<file path="config.mk">
export PLATFORM = sky130hd
export DESIGN_NAME = txbrm_datapath
export DESIGN_NICKNAME = d
export VERILOG_FILES = /design/src/txbrm_pkg.sv /design/src/txbrm_ram.sv /design/src/txbrm_datapath.sv
export SDC_FILE = /design/constraint.sdc
export NUM_CORES = 1
export LEC_CHECK = 0
export ABC_AREA = 1
export ABC_CLOCK_PERIOD_IN_PS = 6300
export BUFFER_PORTS_ARGS = -buffer_cell sky130_fd_sc_hd__buf_2
export CAP_MARGIN = 20
export CORE_MARGIN = 2
export CORE_UTILIZATION = 57
export DETAILED_ROUTE_END_ITERATION = 8
export GPL_TIMING_DRIVEN = 0
export PLACE_DENSITY_LB_ADDON = 0.12
export SLEW_MARGIN = 30
export SYNTH_ARGS = -nofsm -noshare
export SYNTH_HDL_FRONTEND = slang
export SYNTH_SLANG_ARGS = --single-unit
</file>
<file path="constraint.sdc">
create_clock -name clk_i -period 6.3 [get_ports clk_i]
set_input_delay 1.89 -clock clk_i [delete_from_list [all_inputs] [get_ports clk_i]]
set_output_delay 1.89 -clock clk_i [all_outputs]
set_load 0.005 [all_outputs]
</file>
<file path="src/txbrm_pkg.sv">
// Package: beat payload types, action codes, address map and reset table of the tx buffer block.
package txbrm_pkg;

  typedef enum logic [2:0] {
    ACT_READ     = 3'd0,
    ACT_WRITE    = 3'd1,
    ACT_ADD      = 3'd2,
    ACT_TRANSMIT = 3'd3,
    ACT_EMPTY    = 3'd4
  } action_e;

  localparam int unsigned CFG_IDX_W  = 1;
  localparam int unsigned CFG_DATA_W = 16;

  localparam logic [CFG_IDX_W-1:0] CFG_BUFFER_CAPACITY = 1'd0;
  localparam logic [CFG_IDX_W-1:0] CFG_READY_THRESHOLD = 1'd1;

  localparam logic [15:0] CAPACITY_RESET  = 16'd20480;
  localparam logic [15:0] THRESHOLD_RESET = 16'd2560;

  localparam logic [5:0] ADDR_READY    = 6'd19;
  localparam logic [5:0] ADDR_UNDER_HI = 6'd20;
  localparam logic [5:0] ADDR_UNDER_LO = 6'd21;
  localparam logic [5:0] ADDR_OVER_HI  = 6'd22;
  localparam logic [5:0] ADDR_OVER_LO  = 6'd23;
  localparam logic [5:0] ADDR_FILL_HI  = 6'd24;
  localparam logic [5:0] ADDR_FILL_LO  = 6'd25;

  typedef struct packed {
    logic [2:0]  action;
    logic [5:0]  reg_address;
    logic [7:0]  write_data;
    logic [11:0] byte_count;
  } in_item_t;

  typedef struct packed {
    logic [7:0] read_data;
    logic       bad_address;
  } out_item_t;

  typedef struct packed {
    logic capture;
    logic execute;
  } ctrl_cmd_t;

  function automatic logic addr_ok(input logic [5:0] a);
    logic ok;
    ok = (a <= 6'd1) || ((a >= 6'd3) && (a <= 6'd5)) || ((a >= 6'd17) && (a <= 6'd41));
    return ok;
  endfunction

  function automatic logic addr_live(input logic [5:0] a);
    logic live;
    live = (a >= ADDR_READY) && (a <= ADDR_FILL_LO);
    return live;
  endfunction

  function automatic logic [7:0] reset_byte(input logic [5:0] a);
    logic [7:0] b;
    unique case (a) inside
      6'd5:            b = 8'd1;
      6'd17:           b = 8'd30;
      6'd18:           b = 8'd3;
      [6'd26:6'd29]:   b = 8'd8;
      6'd30:           b = 8'd50;
      6'd32:           b = 8'd255;
      6'd33, 6'd38:    b = 8'd192;
      6'd34, 6'd35:    b = 8'd8;
      6'd36, 6'd37:    b = 8'd16;
      6'd39:           b = 8'd64;
      6'd41:           b = 8'd9;
      default:         b = 8'd0;
    endcase
    return b;
  endfunction

endpackage

</file>
<file path="src/txbrm_ram.sv">
// Generic single-write, single-read RAM with registered read data.
module txbrm_ram #(
  parameter int unsigned WIDTH = 8,
  parameter int unsigned DEPTH = 42
) (
  input  logic                     clk_i,
  input  logic                     we_i,
  input  logic [$clog2(DEPTH)-1:0] waddr_i,
  input  logic [WIDTH-1:0]         wdata_i,
  input  logic [$clog2(DEPTH)-1:0] raddr_i,
  output logic [WIDTH-1:0]         rdata_o
);

  logic [WIDTH-1:0] mem_q [DEPTH];
  logic [WIDTH-1:0] rdata_q;

  always_ff @(posedge clk_i) begin
    if (we_i) begin
      mem_q[waddr_i] <= wdata_i;
    end
    rdata_q <= mem_q[raddr_i];
  end

  assign rdata_o = rdata_q;

endmodule

</file>
<file path="src/txbrm_datapath.sv">
// Datapath: request latch, register RAM, buffer occupancy counters and response register.
module txbrm_datapath #(
  parameter int unsigned REG_COUNT = 42
) (
  input  logic                                clk_i,
  input  logic                                rst_ni,
  input  txbrm_pkg::ctrl_cmd_t                cmd_i,
  input  txbrm_pkg::in_item_t                 in_item_i,
  input  logic                                cfg_we_i,
  input  logic [txbrm_pkg::CFG_IDX_W-1:0]     cfg_index_i,
  input  logic [txbrm_pkg::CFG_DATA_W-1:0]    cfg_data_i,
  output txbrm_pkg::out_item_t                out_item_o
);

  localparam int unsigned IDX_W = $clog2(REG_COUNT);

  txbrm_pkg::in_item_t  item_q;
  txbrm_pkg::out_item_t out_q, out_d;
  logic [15:0]          cap_q, thr_q;
  logic [15:0]          fill_q, fill_d;
  logic [15:0]          under_q, under_d;
  logic [15:0]          over_q, over_d;
  logic                 ready_q, ready_d;
  logic [REG_COUNT-1:0] valid_q;

  logic [5:0]           addr;
  logic [IDX_W-1:0]     idx;
  logic                 ok;
  logic                 live;
  logic [7:0]           ram_rdata;
  logic [7:0]           plain_rd;
  logic [7:0]           live_rd;
  logic                 ram_we;
  logic [15:0]          n16, room, added, excess, taken, shortfall, fill_add, fill_tx;

  assign addr = item_q.reg_address;
  assign idx  = IDX_W'(addr);
  assign ok   = txbrm_pkg::addr_ok(addr) && (7'(addr) < 7'(REG_COUNT));
  assign live = txbrm_pkg::addr_live(addr);

  assign ram_we = cmd_i.execute && (item_q.action == txbrm_pkg::ACT_WRITE) && ok && !live;

  txbrm_ram #(
    .WIDTH (8),
    .DEPTH (REG_COUNT)
  ) u_regs (
    .clk_i   (clk_i),
    .we_i    (ram_we),
    .waddr_i (idx),
    .wdata_i (item_q.write_data),
    .raddr_i (IDX_W'(in_item_i.reg_address)),
    .rdata_o (ram_rdata)
  );

  assign plain_rd = valid_q[idx] ? ram_rdata : txbrm_pkg::reset_byte(addr);

  always_comb begin
    unique case (addr)
      txbrm_pkg::ADDR_READY:    live_rd = {7'd0, ready_q};
      txbrm_pkg::ADDR_UNDER_HI: live_rd = under_q[15:8];
      txbrm_pkg::ADDR_UNDER_LO: live_rd = under_q[7:0];
      txbrm_pkg::ADDR_OVER_HI:  live_rd = over_q[15:8];
      txbrm_pkg::ADDR_OVER_LO:  live_rd = over_q[7:0];
      txbrm_pkg::ADDR_FILL_HI:  live_rd = fill_q[15:8];
      txbrm_pkg::ADDR_FILL_LO:  live_rd = fill_q[7:0];
      default:                  live_rd = plain_rd;
    endcase
  end

  assign n16       = {4'd0, item_q.byte_count};
  assign room      = (cap_q > fill_q) ? (cap_q - fill_q) : 16'd0;
  assign added     = (n16 < room) ? n16 : room;
  assign excess    = n16 - added;
  assign fill_add  = fill_q + added;
  assign taken     = (n16 < fill_q) ? n16 : fill_q;
  assign shortfall = n16 - taken;
  assign fill_tx   = fill_q - taken;

  always_comb begin
    fill_d  = fill_q;
    under_d = under_q;
    over_d  = over_q;
    ready_d = ready_q;
    out_d   = '0;
    case (item_q.action)
      txbrm_pkg::ACT_READ: begin
        if (ok) begin
          out_d.read_data = live_rd;
        end else begin
          out_d.bad_address = 1'b1;
        end
      end
      txbrm_pkg::ACT_WRITE: begin
        if (ok) begin
          unique case (addr)
            txbrm_pkg::ADDR_READY:    ready_d = item_q.write_data[0];
            txbrm_pkg::ADDR_UNDER_HI: under_d = {item_q.write_data, under_q[7:0]};
            txbrm_pkg::ADDR_UNDER_LO: under_d = {under_q[15:8], item_q.write_data};
            txbrm_pkg::ADDR_OVER_HI:  over_d  = {item_q.write_data, over_q[7:0]};
            txbrm_pkg::ADDR_OVER_LO:  over_d  = {over_q[15:8], item_q.write_data};
            txbrm_pkg::ADDR_FILL_HI:  fill_d  = {item_q.write_data, fill_q[7:0]};
            txbrm_pkg::ADDR_FILL_LO:  fill_d  = {fill_q[15:8], item_q.write_data};
            default:                  fill_d  = fill_q;
          endcase
        end else begin
          out_d.bad_address = 1'b1;
        end
      end
      txbrm_pkg::ACT_ADD: begin
        fill_d = fill_add;
        over_d = over_q + excess;
        if ((excess != 16'd0) || ((added != 16'd0) && (fill_add > thr_q))) begin
          ready_d = 1'b0;
        end
      end
      txbrm_pkg::ACT_TRANSMIT: begin
        fill_d  = fill_tx;
        under_d = under_q + shortfall;
        if ((shortfall != 16'd0) || ((taken != 16'd0) && (fill_tx <= thr_q))) begin
          ready_d = 1'b1;
        end
      end
      txbrm_pkg::ACT_EMPTY: begin
        fill_d = 16'd0;
      end
      default: begin
        fill_d = fill_q;
      end
    endcase
  end

  always_ff @(posedge clk_i) begin
    if (cmd_i.capture) begin
      item_q <= in_item_i;
    end
    if (cmd_i.execute) begin
      out_q <= out_d;
    end
  end

  always_ff @(posedge clk_i or negedge rst_ni) begin
    if (!rst_ni) begin
      cap_q   <= txbrm_pkg::CAPACITY_RESET;
      thr_q   <= txbrm_pkg::THRESHOLD_RESET;
      fill_q  <= 16'd0;
      under_q <= 16'd0;
      over_q  <= 16'd0;
      ready_q <= 1'b1;
      valid_q <= '0;
    end else begin
      if (cfg_we_i) begin
        unique case (cfg_index_i)
          txbrm_pkg::CFG_BUFFER_CAPACITY: cap_q <= cfg_data_i;
          txbrm_pkg::CFG_READY_THRESHOLD: thr_q <= cfg_data_i;
          default:                        cap_q <= cap_q;
        endcase
      end
      if (cmd_i.execute) begin
        fill_q  <= fill_d;
        under_q <= under_d;
        over_q  <= over_d;
        ready_q <= ready_d;
      end
      if (ram_we) begin
        valid_q[idx] <= 1'b1;
      end
    end
  end

  assign out_item_o = out_q;

endmodule
</file>
==> results of run 1 <==
worst max path at each step:
stage                                   endpoint                   from  slack [ps]
after floorplan           over_q[15]$_DFFE_PN0P_   cap_q[0]$_DFFE_PN0P_         430
after global placement       ready_q$_DFFE_PN1P_  fill_q[4]$_DFFE_PN0P_       -1010
after detailed placement     ready_q$_DFFE_PN1P_  fill_q[4]$_DFFE_PN0P_       -1100
after CTS                    ready_q$_DFFE_PN1P_  fill_q[8]$_DFFE_PN0P_         -70
after global routing         ready_q$_DFFE_PN1P_  fill_q[1]$_DFFE_PN0P_        -450
final                        ready_q$_DFFE_PN1P_   cap_q[0]$_DFFE_PN0P_         -90
report_power, final:
part	internal (mW)	leakage, nW	switching [mW]
clock network	1.88	0.865	1.38
registers	3.87	5.05	0.244
logic	4.32	7.46	6.23
total	10.1	13.4	7.86
per-layer routing:
layer | vias up | GRT usage, % | share of wire [%]
met5 | - | 0 | 0
met4 | 0 | 19.9 | 6.8
met3 | 328 | 5.25 | 7.3
met2 | 1064 | 59.0 | 48
met1 | 10900 | 43.3 | 38
li1 | 10500 | - | -
per-stage QoR:
stage | util, % | hold slack, ps
floorplan | - | 424
global placement | 61.1 | 439
detailed placement | 62.0 | 446
CTS | 68.4 | 454
global route | 69.8 | 470
finish | 69.8 | 458
cell type report:
type,count,area (µm²),share of cell area (%)
Sequential cell,505,14500,44.7
Multi-Input combinational cell,2032,12300,37.8
Timing Repair Buffer,198,1500,4.62
Clock buffer,57,1340,4.14
Inverter,289,1120,3.45
Tap cell,607,759,2.34
Buffer,123,504,1.56
Clock inverter,41,449,1.39
Yosys cell counts, types with 21 or more instances:
cell type / number
edfxtp_1: 374
nand2_1: 367
o21ai_0: 362
nor2_1: 334
inv_1: 279
ha_1: 151
a21oi_1: 140
dfrtp_1: 118
clkbuf_1: 114
nand3_1: 95
o22ai_1: 95
a31oi_1: 41
xor2_1: 37
a22oi_1: 23
nand2_2: 23
nor3_1: 21
o221ai_1: 21
sequential cells by signal, indices dropped and copies added (netlist names):
| name | count |
|---|---|
| out_item_o | 9 |
| cap_q | 16 |
| over_q | 16 |
| ready_q | 1 |
| under_q | 16 |
| u_regs.mem_q | 336 |
| addr | 6 |
| item_q | 23 |
| thr_q | 16 |
| u_regs.rdata_o | 8 |
| valid_q | 42 |
| fill_q | 16 |
worst max-delay path, delay by kind of cell (launching register included):
| family | cells | cell delay (ps) |
|---|---|---|
| simple gates | 31 | 2560 |
| buf+inv | 9 | 880 |
| fa+ha+maj | 5 | 1350 |
| flops | 1 | 400 |
| compound gates | 8 | 1140 |
cells by family (layout without fill, tap and decap cells):
logic type	after synthesis	in the layout	share of synthesized area, %
buf+inv	412	708	5.91
xor+xnor	53	53	1.74
compound gates	755	755	16.1
flops	505	505	54.1
other cells	1	155	0.0140
fa+ha+maj	158	158	7.59
simple gates	911	911	14.5
what timing repair did:
item / in CTS / in global routing
setup endpoints to repair: 10 / 13
hold buffers: 0 / 0
gates resized for setup: 128 / 110
pin swaps: 59 / 79
setup buffers: 91 / 22
==> flow_metrics.env, run 1 <==
export IMPL_clock_path_buffers=3
export IMPL_rsz0062_at_grt="yes"
export IMPL_dpl_cell_area_um2=28800
export IMPL_core_um2=46500
export IMPL_worstPathRequired_ps=6850
export IMPL_ff2ff_path_depth=53
export IMPL_worstHoldEndpoint="valid_q[19]$_DFFE_PN0P_"
export IMPL_fin_crit_ps=6390
export IMPL_firstDrtPassIters=6
export IMPL_cp_arrival_ps=6940
export IMPL_io_buffers=59
export IMPL_reg2reg_slack_ps=-90
export IMPL_ys_seq_elements=505
export IMPL_htreeDepth=2
export IMPL_finalSetupViolations=1
export IMPL_clk_pin_slew_worst_paths_ps=60
export IMPL_fin_area_um2=32400
export IMPL_synth_largest_area_cell="edfxtp_1"
export IMPL_fin_tns_setup_ps=-85.2
export IMPL_routedWlPerCell_um=22.2
export IMPL_maxCapViolations=0
export IMPL_cpPeakStageDelay_ps=400
export IMPL_wl_um=85700
export IMPL_cts_tree="done"
export IMPL_peakVddDrop_mv=0.490
export IMPL_antenna_found_initial=0
export IMPL_instances_no_fill=3852
export IMPL_worstReg2RegStart="cap_q[0]$_DFFE_PN0P_"
export IMPL_die_width_um=221
export IMPL_fmax_ghz=0.157
export IMPL_layout_common_cells="374 x edfxtp_1, 339 x nand2_1, 333 x o21ai_0"
export IMPL_grt_pass1_vias=22200
export IMPL_nets=3410
export IMPL_status="finished, violations left"
export IMPL_drtIter0Drc=2195
export IMPL_path_class="register to register"
export IMPL_grt_overflow=0
export IMPL_clkSinkCount=505
export IMPL_synth_async_reset_ratio_pct=24.4
export IMPL_failed_checks="setup timing"
export IMPL_dr_total_vias=22800
export IMPL_period_share_pct=101
export IMPL_nFillCells=3589
export IMPL_dp_hpwl_um=61100
export IMPL_area_growth_pct=21.2
export IMPL_drt_drc_violations_left=0
export IMPL_syn_inst=2795
export IMPL_yosys_warnings=0
export IMPL_synth_edf_count=374
export IMPL_worstReg2RegEnd="ready_q$_DFFE_PN1P_"
export IMPL_synth_area_leaders="edfxtp_1 42%, dfrtp_1 11%, ha_1 7.1%, o21ai_0 6.8%, nand2_1 5.2%"
export IMPL_dieArea_um2=48600
export IMPL_insertedDiodeCount=0
export IMPL_p_total_mw=17.9
export IMPL_clk_latency_ps=610
export IMPL_final_antenna_net_count=0
export IMPL_p_leak_nw=13.4
export IMPL_grt_pass1_wl_um=127000
export IMPL_synth_cell_types=65
export IMPL_worst_path_most_repeated_cell="nand2_1"
export IMPL_worstPathMaxFanout=7
export IMPL_layout_drive_gt1_share_pct=16.5
export IMPL_track_usage_pct=35.0
export IMPL_synth_flop_cell="edfxtp_1"
export IMPL_fin_skew_ps=25.7
export IMPL_fp_dieH_um=221
export IMPL_maxSlewHeadroom_pct=27.5
export IMPL_gp_congestion=0.984
export IMPL_slew_violations=0
export IMPL_synth_top_cell_area_share_pct=42.0
export IMPL_start_util_pct=57.5
export IMPL_io_pins=60
export IMPL_viasPerCell=5.92
export IMPL_end_kind="register"
export IMPL_cts_buffers=52
export IMPL_worst_slew_pin_slew_ps=1080
export IMPL_grt_max_degree=76
export IMPL_hold_depth=1
export IMPL_pre_cts_slack_ps=-1100
export IMPL_start_kind="register"
export IMPL_syn_area_per_cell_um2=9.56
export IMPL_timing_final_ws_setup_ps=-85.2
export IMPL_crit_slowest_cell="dfrtp_1"
export IMPL_hp_class="register to register"
export IMPL_ys_seq_area_share_pct=54.1
export IMPL_root_buffer="clkbuf_16"
export IMPL_worstHoldStart="valid_q[19]$_DFFE_PN0P_"
export IMPL_final_common_cell="edfxtp_1"
export IMPL_dp_cells=3646
export IMPL_hold_viol_final=0
export IMPL_synth_area_um2=26700
export IMPL_p_per_area_nw_per_um2=553
export IMPL_rows=79
No activity file was read; power rests on OpenSTA's default activity.
==> run 2, diff against run 1 <==
--- a/config.mk
+++ b/config.mk
@@ -6,11 +6,11 @@
 export NUM_CORES = 1
 export LEC_CHECK = 0
 export ABC_AREA = 1
-export ABC_CLOCK_PERIOD_IN_PS = 6300
+export ABC_CLOCK_PERIOD_IN_PS = 7090
 export BUFFER_PORTS_ARGS = -buffer_cell sky130_fd_sc_hd__buf_2
 export CAP_MARGIN = 20
 export CORE_MARGIN = 2
-export CORE_UTILIZATION = 57
+export CORE_UTILIZATION = 60
 export DETAILED_ROUTE_END_ITERATION = 8
 export GPL_TIMING_DRIVEN = 0
 export PLACE_DENSITY_LB_ADDON = 0.12
==> constraint.sdc (replaced) <==
create_clock -name clk_i -period 7.09 [get_ports clk_i]
set_input_delay 2.127 -clock clk_i [delete_from_list [all_inputs] [get_ports clk_i]]
set_output_delay 2.127 -clock clk_i [all_outputs]
set_load 0.005 [all_outputs]
==> flow_metrics.env, run 2 (synthesized netlist as in run 1, its figures left out) <==
export IMPL_drtIter0Drc=2331
export IMPL_wl_um=82100
export IMPL_start_kind="register"
export IMPL_final_common_cell="edfxtp_1"
export IMPL_area_growth_pct=15.6
export IMPL_clk_pin_slew_worst_paths_ps=60
export IMPL_fin_area_um2=30900
export IMPL_dr_total_vias=22400
export IMPL_fmax_ghz=0.147
export IMPL_cts_tree="done"
export IMPL_dp_cells=3626
export IMPL_final_util_pct=70.0
export IMPL_rows=77
export IMPL_p_per_area_nw_per_um2=450
export IMPL_worst_slew_pin_slew_ps=1090
export IMPL_start_util_pct=60.6
export IMPL_p_leak_nw=12.8
export IMPL_fin_skew_ps=22.9
export IMPL_cpPeakStageDelay_ps=420
export IMPL_final_antenna_net_count=0
export IMPL_io_buffers=59
export IMPL_clkSinkCount=505
export IMPL_io_pins=60
export IMPL_grt_pass1_vias=21600
export IMPL_worstPathMaxFanout=10
export IMPL_crit_slowest_cell="dfrtp_1"
export IMPL_instances_no_fill=3750
export IMPL_nFillCells=3508
export IMPL_insertedDiodeCount=0
export IMPL_grt_pass1_wl_um=125000
export IMPL_dpl_cell_area_um2=28700
export IMPL_rsz0062_at_grt="yes"
export IMPL_drt_drc_violations_left=0
export IMPL_clock_path_buffers=3
export IMPL_layout_drive_gt1_share_pct=10.7
export IMPL_nets=3323
export IMPL_status="finished clean"
export IMPL_worst_path_most_repeated_cell="nand2_1"
export IMPL_multiInputGateArea_um2=11600
export IMPL_grt_overflow=0
export IMPL_reg_top3="u_regs.mem_q x336, valid_q x42, item_q x23"
export IMPL_maxCapViolations=0
export IMPL_root_buffer="clkbuf_16"
export IMPL_cts_buffers=53
export IMPL_peakVddDrop_mv=0.359
export IMPL_gp_congestion=1.01
export IMPL_period_share_pct=96.0
export IMPL_core_um2=44100
export IMPL_fp_dieH_um=215
export IMPL_htreeDepth=2
export IMPL_hold_slack_ps=456
export IMPL_fin_crit_ps=6810
export IMPL_largest_reg_flops=336
export IMPL_finalSetupViolations=0
export IMPL_antenna_found_initial=1
export IMPL_maxSlewHeadroom_pct=26.6
export IMPL_end_kind="register"
export IMPL_worstPathRequired_ps=7640
export IMPL_dp_hpwl_um=60400
export IMPL_grt_max_degree=76
export IMPL_clk_latency_ps=620
export IMPL_hold_buffers=0
export IMPL_slew_violations=0
export IMPL_p_total_mw=13.9
export IMPL_dieArea_um2=46300
export IMPL_die_width_um=215
export IMPL_routedWlPerCell_um=21.9
export IMPL_track_usage_pct=35.4
export IMPL_path_class="register to register"
export IMPL_hp_class="register to register"
export IMPL_cp_arrival_ps=7350
export IMPL_viasPerCell=5.99
export IMPL_layout_common_cells="374 x edfxtp_1, 361 x nand2_1, 349 x o21ai_0"
export IMPL_firstDrtPassIters=6
export IMPL_top_register="u_regs.mem_q"
export IMPL_ff_latch_area_um2=14500
export IMPL_hold_viol_final=0
run 2: worst max-delay path: cells and delay by family (launching register included):
family                     cells  cell delay, ps
buffers and inverters          7             890
AOI/OAI and AO/OA             11            1720
and+or+nand+nor               24            2210
xor gates and xnor gates       1             330
DFF                            1             420
adders and majority gates      4            1160
run 2: final timing paths:
kind	end	depth (start not counted)	from	slack [ps]
worst max register to register	ready_q$_DFFE_PN1P_	47	fill_q[8]$_DFFE_PN0P_	280
min in group asynchronous	valid_q[19]$_DFFE_PN0P_	1	rst_ni	1430
worst min register to register	valid_q[14]$_DFFE_PN0P_	1	valid_q[14]$_DFFE_PN0P_	460
worst max-delay path	ready_q$_DFFE_PN1P_	47	fill_q[8]$_DFFE_PN0P_	280
max in group asynchronous	thr_q[11]$_DFFE_PN1P_	2	rst_ni	4880
worst min-delay path	valid_q[14]$_DFFE_PN0P_	1	valid_q[14]$_DFFE_PN0P_	460
run 2: metrics by stage:
stage,setup TNS (ps),worst slack [ps]
global placement,-221,-221
CTS,-10.4,-10.4
detailed placement,-701,-351
finish,0,282
global route,-165,-119
floorplan,0,1220
run 2: layout make-up:
type / count / share of cell area (%)
Buffer: 123 / 1.59
Clock buffer: 70 / 4.60
Clock inverter: 29 / 0.879
Inverter: 289 / 3.60
Multi-Input combinational cell: 2032 / 37.5
Sequential cell: 505 / 46.9
Tap cell: 592 / 2.40
Timing Repair Buffer: 110 / 2.60
run 2: per-layer routing:
metal  global-route usage (%)  share of wire, %  vias up  wire length [µm]
met3                     5.45               7.8      272              6410
met5                        0            0.0097        -                 8
met1                     44.5                38    10800             31600
met4                     18.2               5.7        2              4660
li1                         -                 -    10300                 -
met2                     59.8                48     1109             39500
run 2: timing repair:
| action | CTS | global route |
|---|---|---|
| gates resized for setup | 24 | 57 |
| setup endpoints to repair | 4 | 8 |
| buffers inserted | 1 | 24 |
| pin swaps | 1 | 13 |
run 2: power by group:
| part | internal [mW] | switching [mW] |
|---|---|---|
| logic | 2.76 | 4.77 |
| clock network | 1.53 | 1.19 |
| registers | 3.44 | 0.213 |
| total | 7.73 | 6.17 |
==> run 3, diff against run 2 <==
--- a/config.mk
+++ b/config.mk
@@ -14,6 +14,7 @@
 export DETAILED_ROUTE_END_ITERATION = 8
 export GPL_TIMING_DRIVEN = 0
 export PLACE_DENSITY_LB_ADDON = 0.12
+export REMOVE_ABC_BUFFERS = 1
 export SLEW_MARGIN = 30
 export SYNTH_ARGS = -nofsm -noshare
 export SYNTH_HDL_FRONTEND = slang
==> flow_metrics.env, run 3 (synthesized netlist as in run 1, its figures left out) <==
export IMPL_fmax_ghz=0.146
export IMPL_hold_viol_final=0
export IMPL_layout_drive_gt1_share_pct=11.5
export IMPL_crit_slowest_cell="fa_2"
export IMPL_fin_skew_ps=17.0
export IMPL_dr_total_vias=21300
export IMPL_path_class="register to register"
export IMPL_firstDrtPassIters=6
export IMPL_viasPerCell=5.87
export IMPL_nets=3206
export IMPL_track_usage_pct=32.2
export IMPL_worst_path_most_repeated_cell="nand2_1"
export IMPL_antenna_found_initial=0
export IMPL_insertedDiodeCount=0
export IMPL_top_layer_used="met4"
export IMPL_dr_wl_met3_um=5000
export IMPL_instances_no_fill=3632
export IMPL_routedWlPerCell_um=20.6
export IMPL_die_width_um=215
export IMPL_gp_congestion=0.993
export IMPL_worst_slew_pin_slew_ps=1020
export IMPL_clk_pin_slew_worst_paths_ps=70
export IMPL_io_buffers=59
export IMPL_p_per_area_nw_per_um2=451
export IMPL_start_util_pct=60.6
export IMPL_cp_arrival_ps=7370
export IMPL_grt_overflow=0
export IMPL_htreeDepth=2
export IMPL_io_pins=60
export IMPL_maxCapViolations=0
export IMPL_maxSlewHeadroom_pct=30.1
export IMPL_slew_violations=0
export IMPL_fin_crit_ps=6830
export IMPL_met1_length_um=30000
export IMPL_final_common_cell="edfxtp_1"
export IMPL_hp_class="register to register"
export IMPL_wl_um=74900
export IMPL_grt_pass1_wl_um=115000
export IMPL_status="finished clean"
export IMPL_final_antenna_net_count=0
export IMPL_drtIter0Drc=2124
export IMPL_dp_cells=3508
export IMPL_reg_top3="u_regs.mem_q x336, valid_q x42, item_q x23"
export IMPL_peakVddDrop_mv=0.505
export IMPL_fp_dieH_um=215
export IMPL_cts_tree="done"
export IMPL_layout_common_cells="374 x edfxtp_1, 361 x nand2_1, 351 x o21ai_0"
export IMPL_start_kind="register"
export IMPL_area_growth_pct=14.7
export IMPL_clkSinkCount=505
export IMPL_clock_path_buffers=3
export IMPL_period_share_pct=96.4
export IMPL_root_buffer="clkbuf_16"
export IMPL_cts_buffers=52
export IMPL_worstPathMaxFanout=7
export IMPL_dp_hpwl_um=51100
export IMPL_core_um2=44100
export IMPL_nFillCells=3486
export IMPL_wl_met2_um=36200
export IMPL_grt_pass1_vias=20700
export IMPL_dieArea_um2=46300
export IMPL_end_kind="register"
export IMPL_rows=77
export IMPL_p_leak_nw=12.7
export IMPL_top_register="u_regs.mem_q"
export IMPL_worstPathRequired_ps=7630
export IMPL_drt_drc_violations_left=0
export IMPL_cpPeakStageDelay_ps=450
export IMPL_final_util_pct=69.5
export IMPL_largest_reg_flops=336
export IMPL_grt_max_degree=92
export IMPL_finalSetupViolations=0
export IMPL_clk_latency_ps=600
-- run 3: timing repair --
item | in CTS | in global routing
setup endpoints to repair | 4 | 9
gates resized for setup | 9 | 64
gates cloned | 0 | 1
hold buffers | 0 | 0
setup buffers | 3 | 23
pin swaps | 1 | 15
-- run 3: final timing paths --
check                                             start                      end  slack [ps]  cells after the start
worst max-delay path              fill_q[0]$_DFFE_PN0P_      ready_q$_DFFE_PN1P_         260                     48
worst max register to register    fill_q[0]$_DFFE_PN0P_      ready_q$_DFFE_PN1P_         260                     48
max in group asynchronous                        rst_ni      ready_q$_DFFE_PN1P_        4840                      2
worst min-delay path            valid_q[16]$_DFFE_PN0P_  valid_q[16]$_DFFE_PN0P_         370                      0
worst min register to register  valid_q[16]$_DFFE_PN0P_  valid_q[16]$_DFFE_PN0P_         370                      0
min in group asynchronous                        rst_ni     cap_q[7]$_DFFE_PN0P_        1490                      1
-- run 3: area by class of cell --
class,instances,area [µm²],share of cell area (%)
sequential,505,14500,47.2
multi-input combinational,2033,11600,37.9
clock buffer,65,1390,4.54
inverter,289,1110,3.61
timing repair buffer,116,943,3.08
tap,592,741,2.42
clock inverter,32,363,1.18
-- run 3: metal layers --
metal | vias to the layer above | GRT usage (%)
li1 | 10100 | -
met1 | 10200 | 41.2
met2 | 853 | 54.6
met3 | 210 | 4.44
met4 | 0 | 14.6
met5 | - | 0
-- run 3: where the power goes --
group          switching (mW)  total [mW]  internal [mW]
combinational            4.64        7.36           2.71
sequential              0.212        3.65           3.44
clock                    1.16        2.81           1.65
-- run 3: per-stage QoR --
stage	instance area (µm²)	hold WS, ps	power (mW)	worst slack (ps)	setup TNS (ps)
2_1_floorplan	26800	354	8.66	1150	0
3_3_place_gp	27900	367	10.2	-4060	-31080
3_5_place_dp	28400	366	10.4	-237	-545
4_1_cts	30200	378	13.3	11.5	0
5_1_grt	30700	386	14.8	-106	-152
6_report	30700	373	13.8	258	0
-- run 3: critical path, delay by kind of cell, from the launching register on --
kind,cells,cell delay (ps)
compound gates,10,1460
simple gates,30,2840
fa+ha+maj,5,1590
buf+inv,3,460
flops,1,430
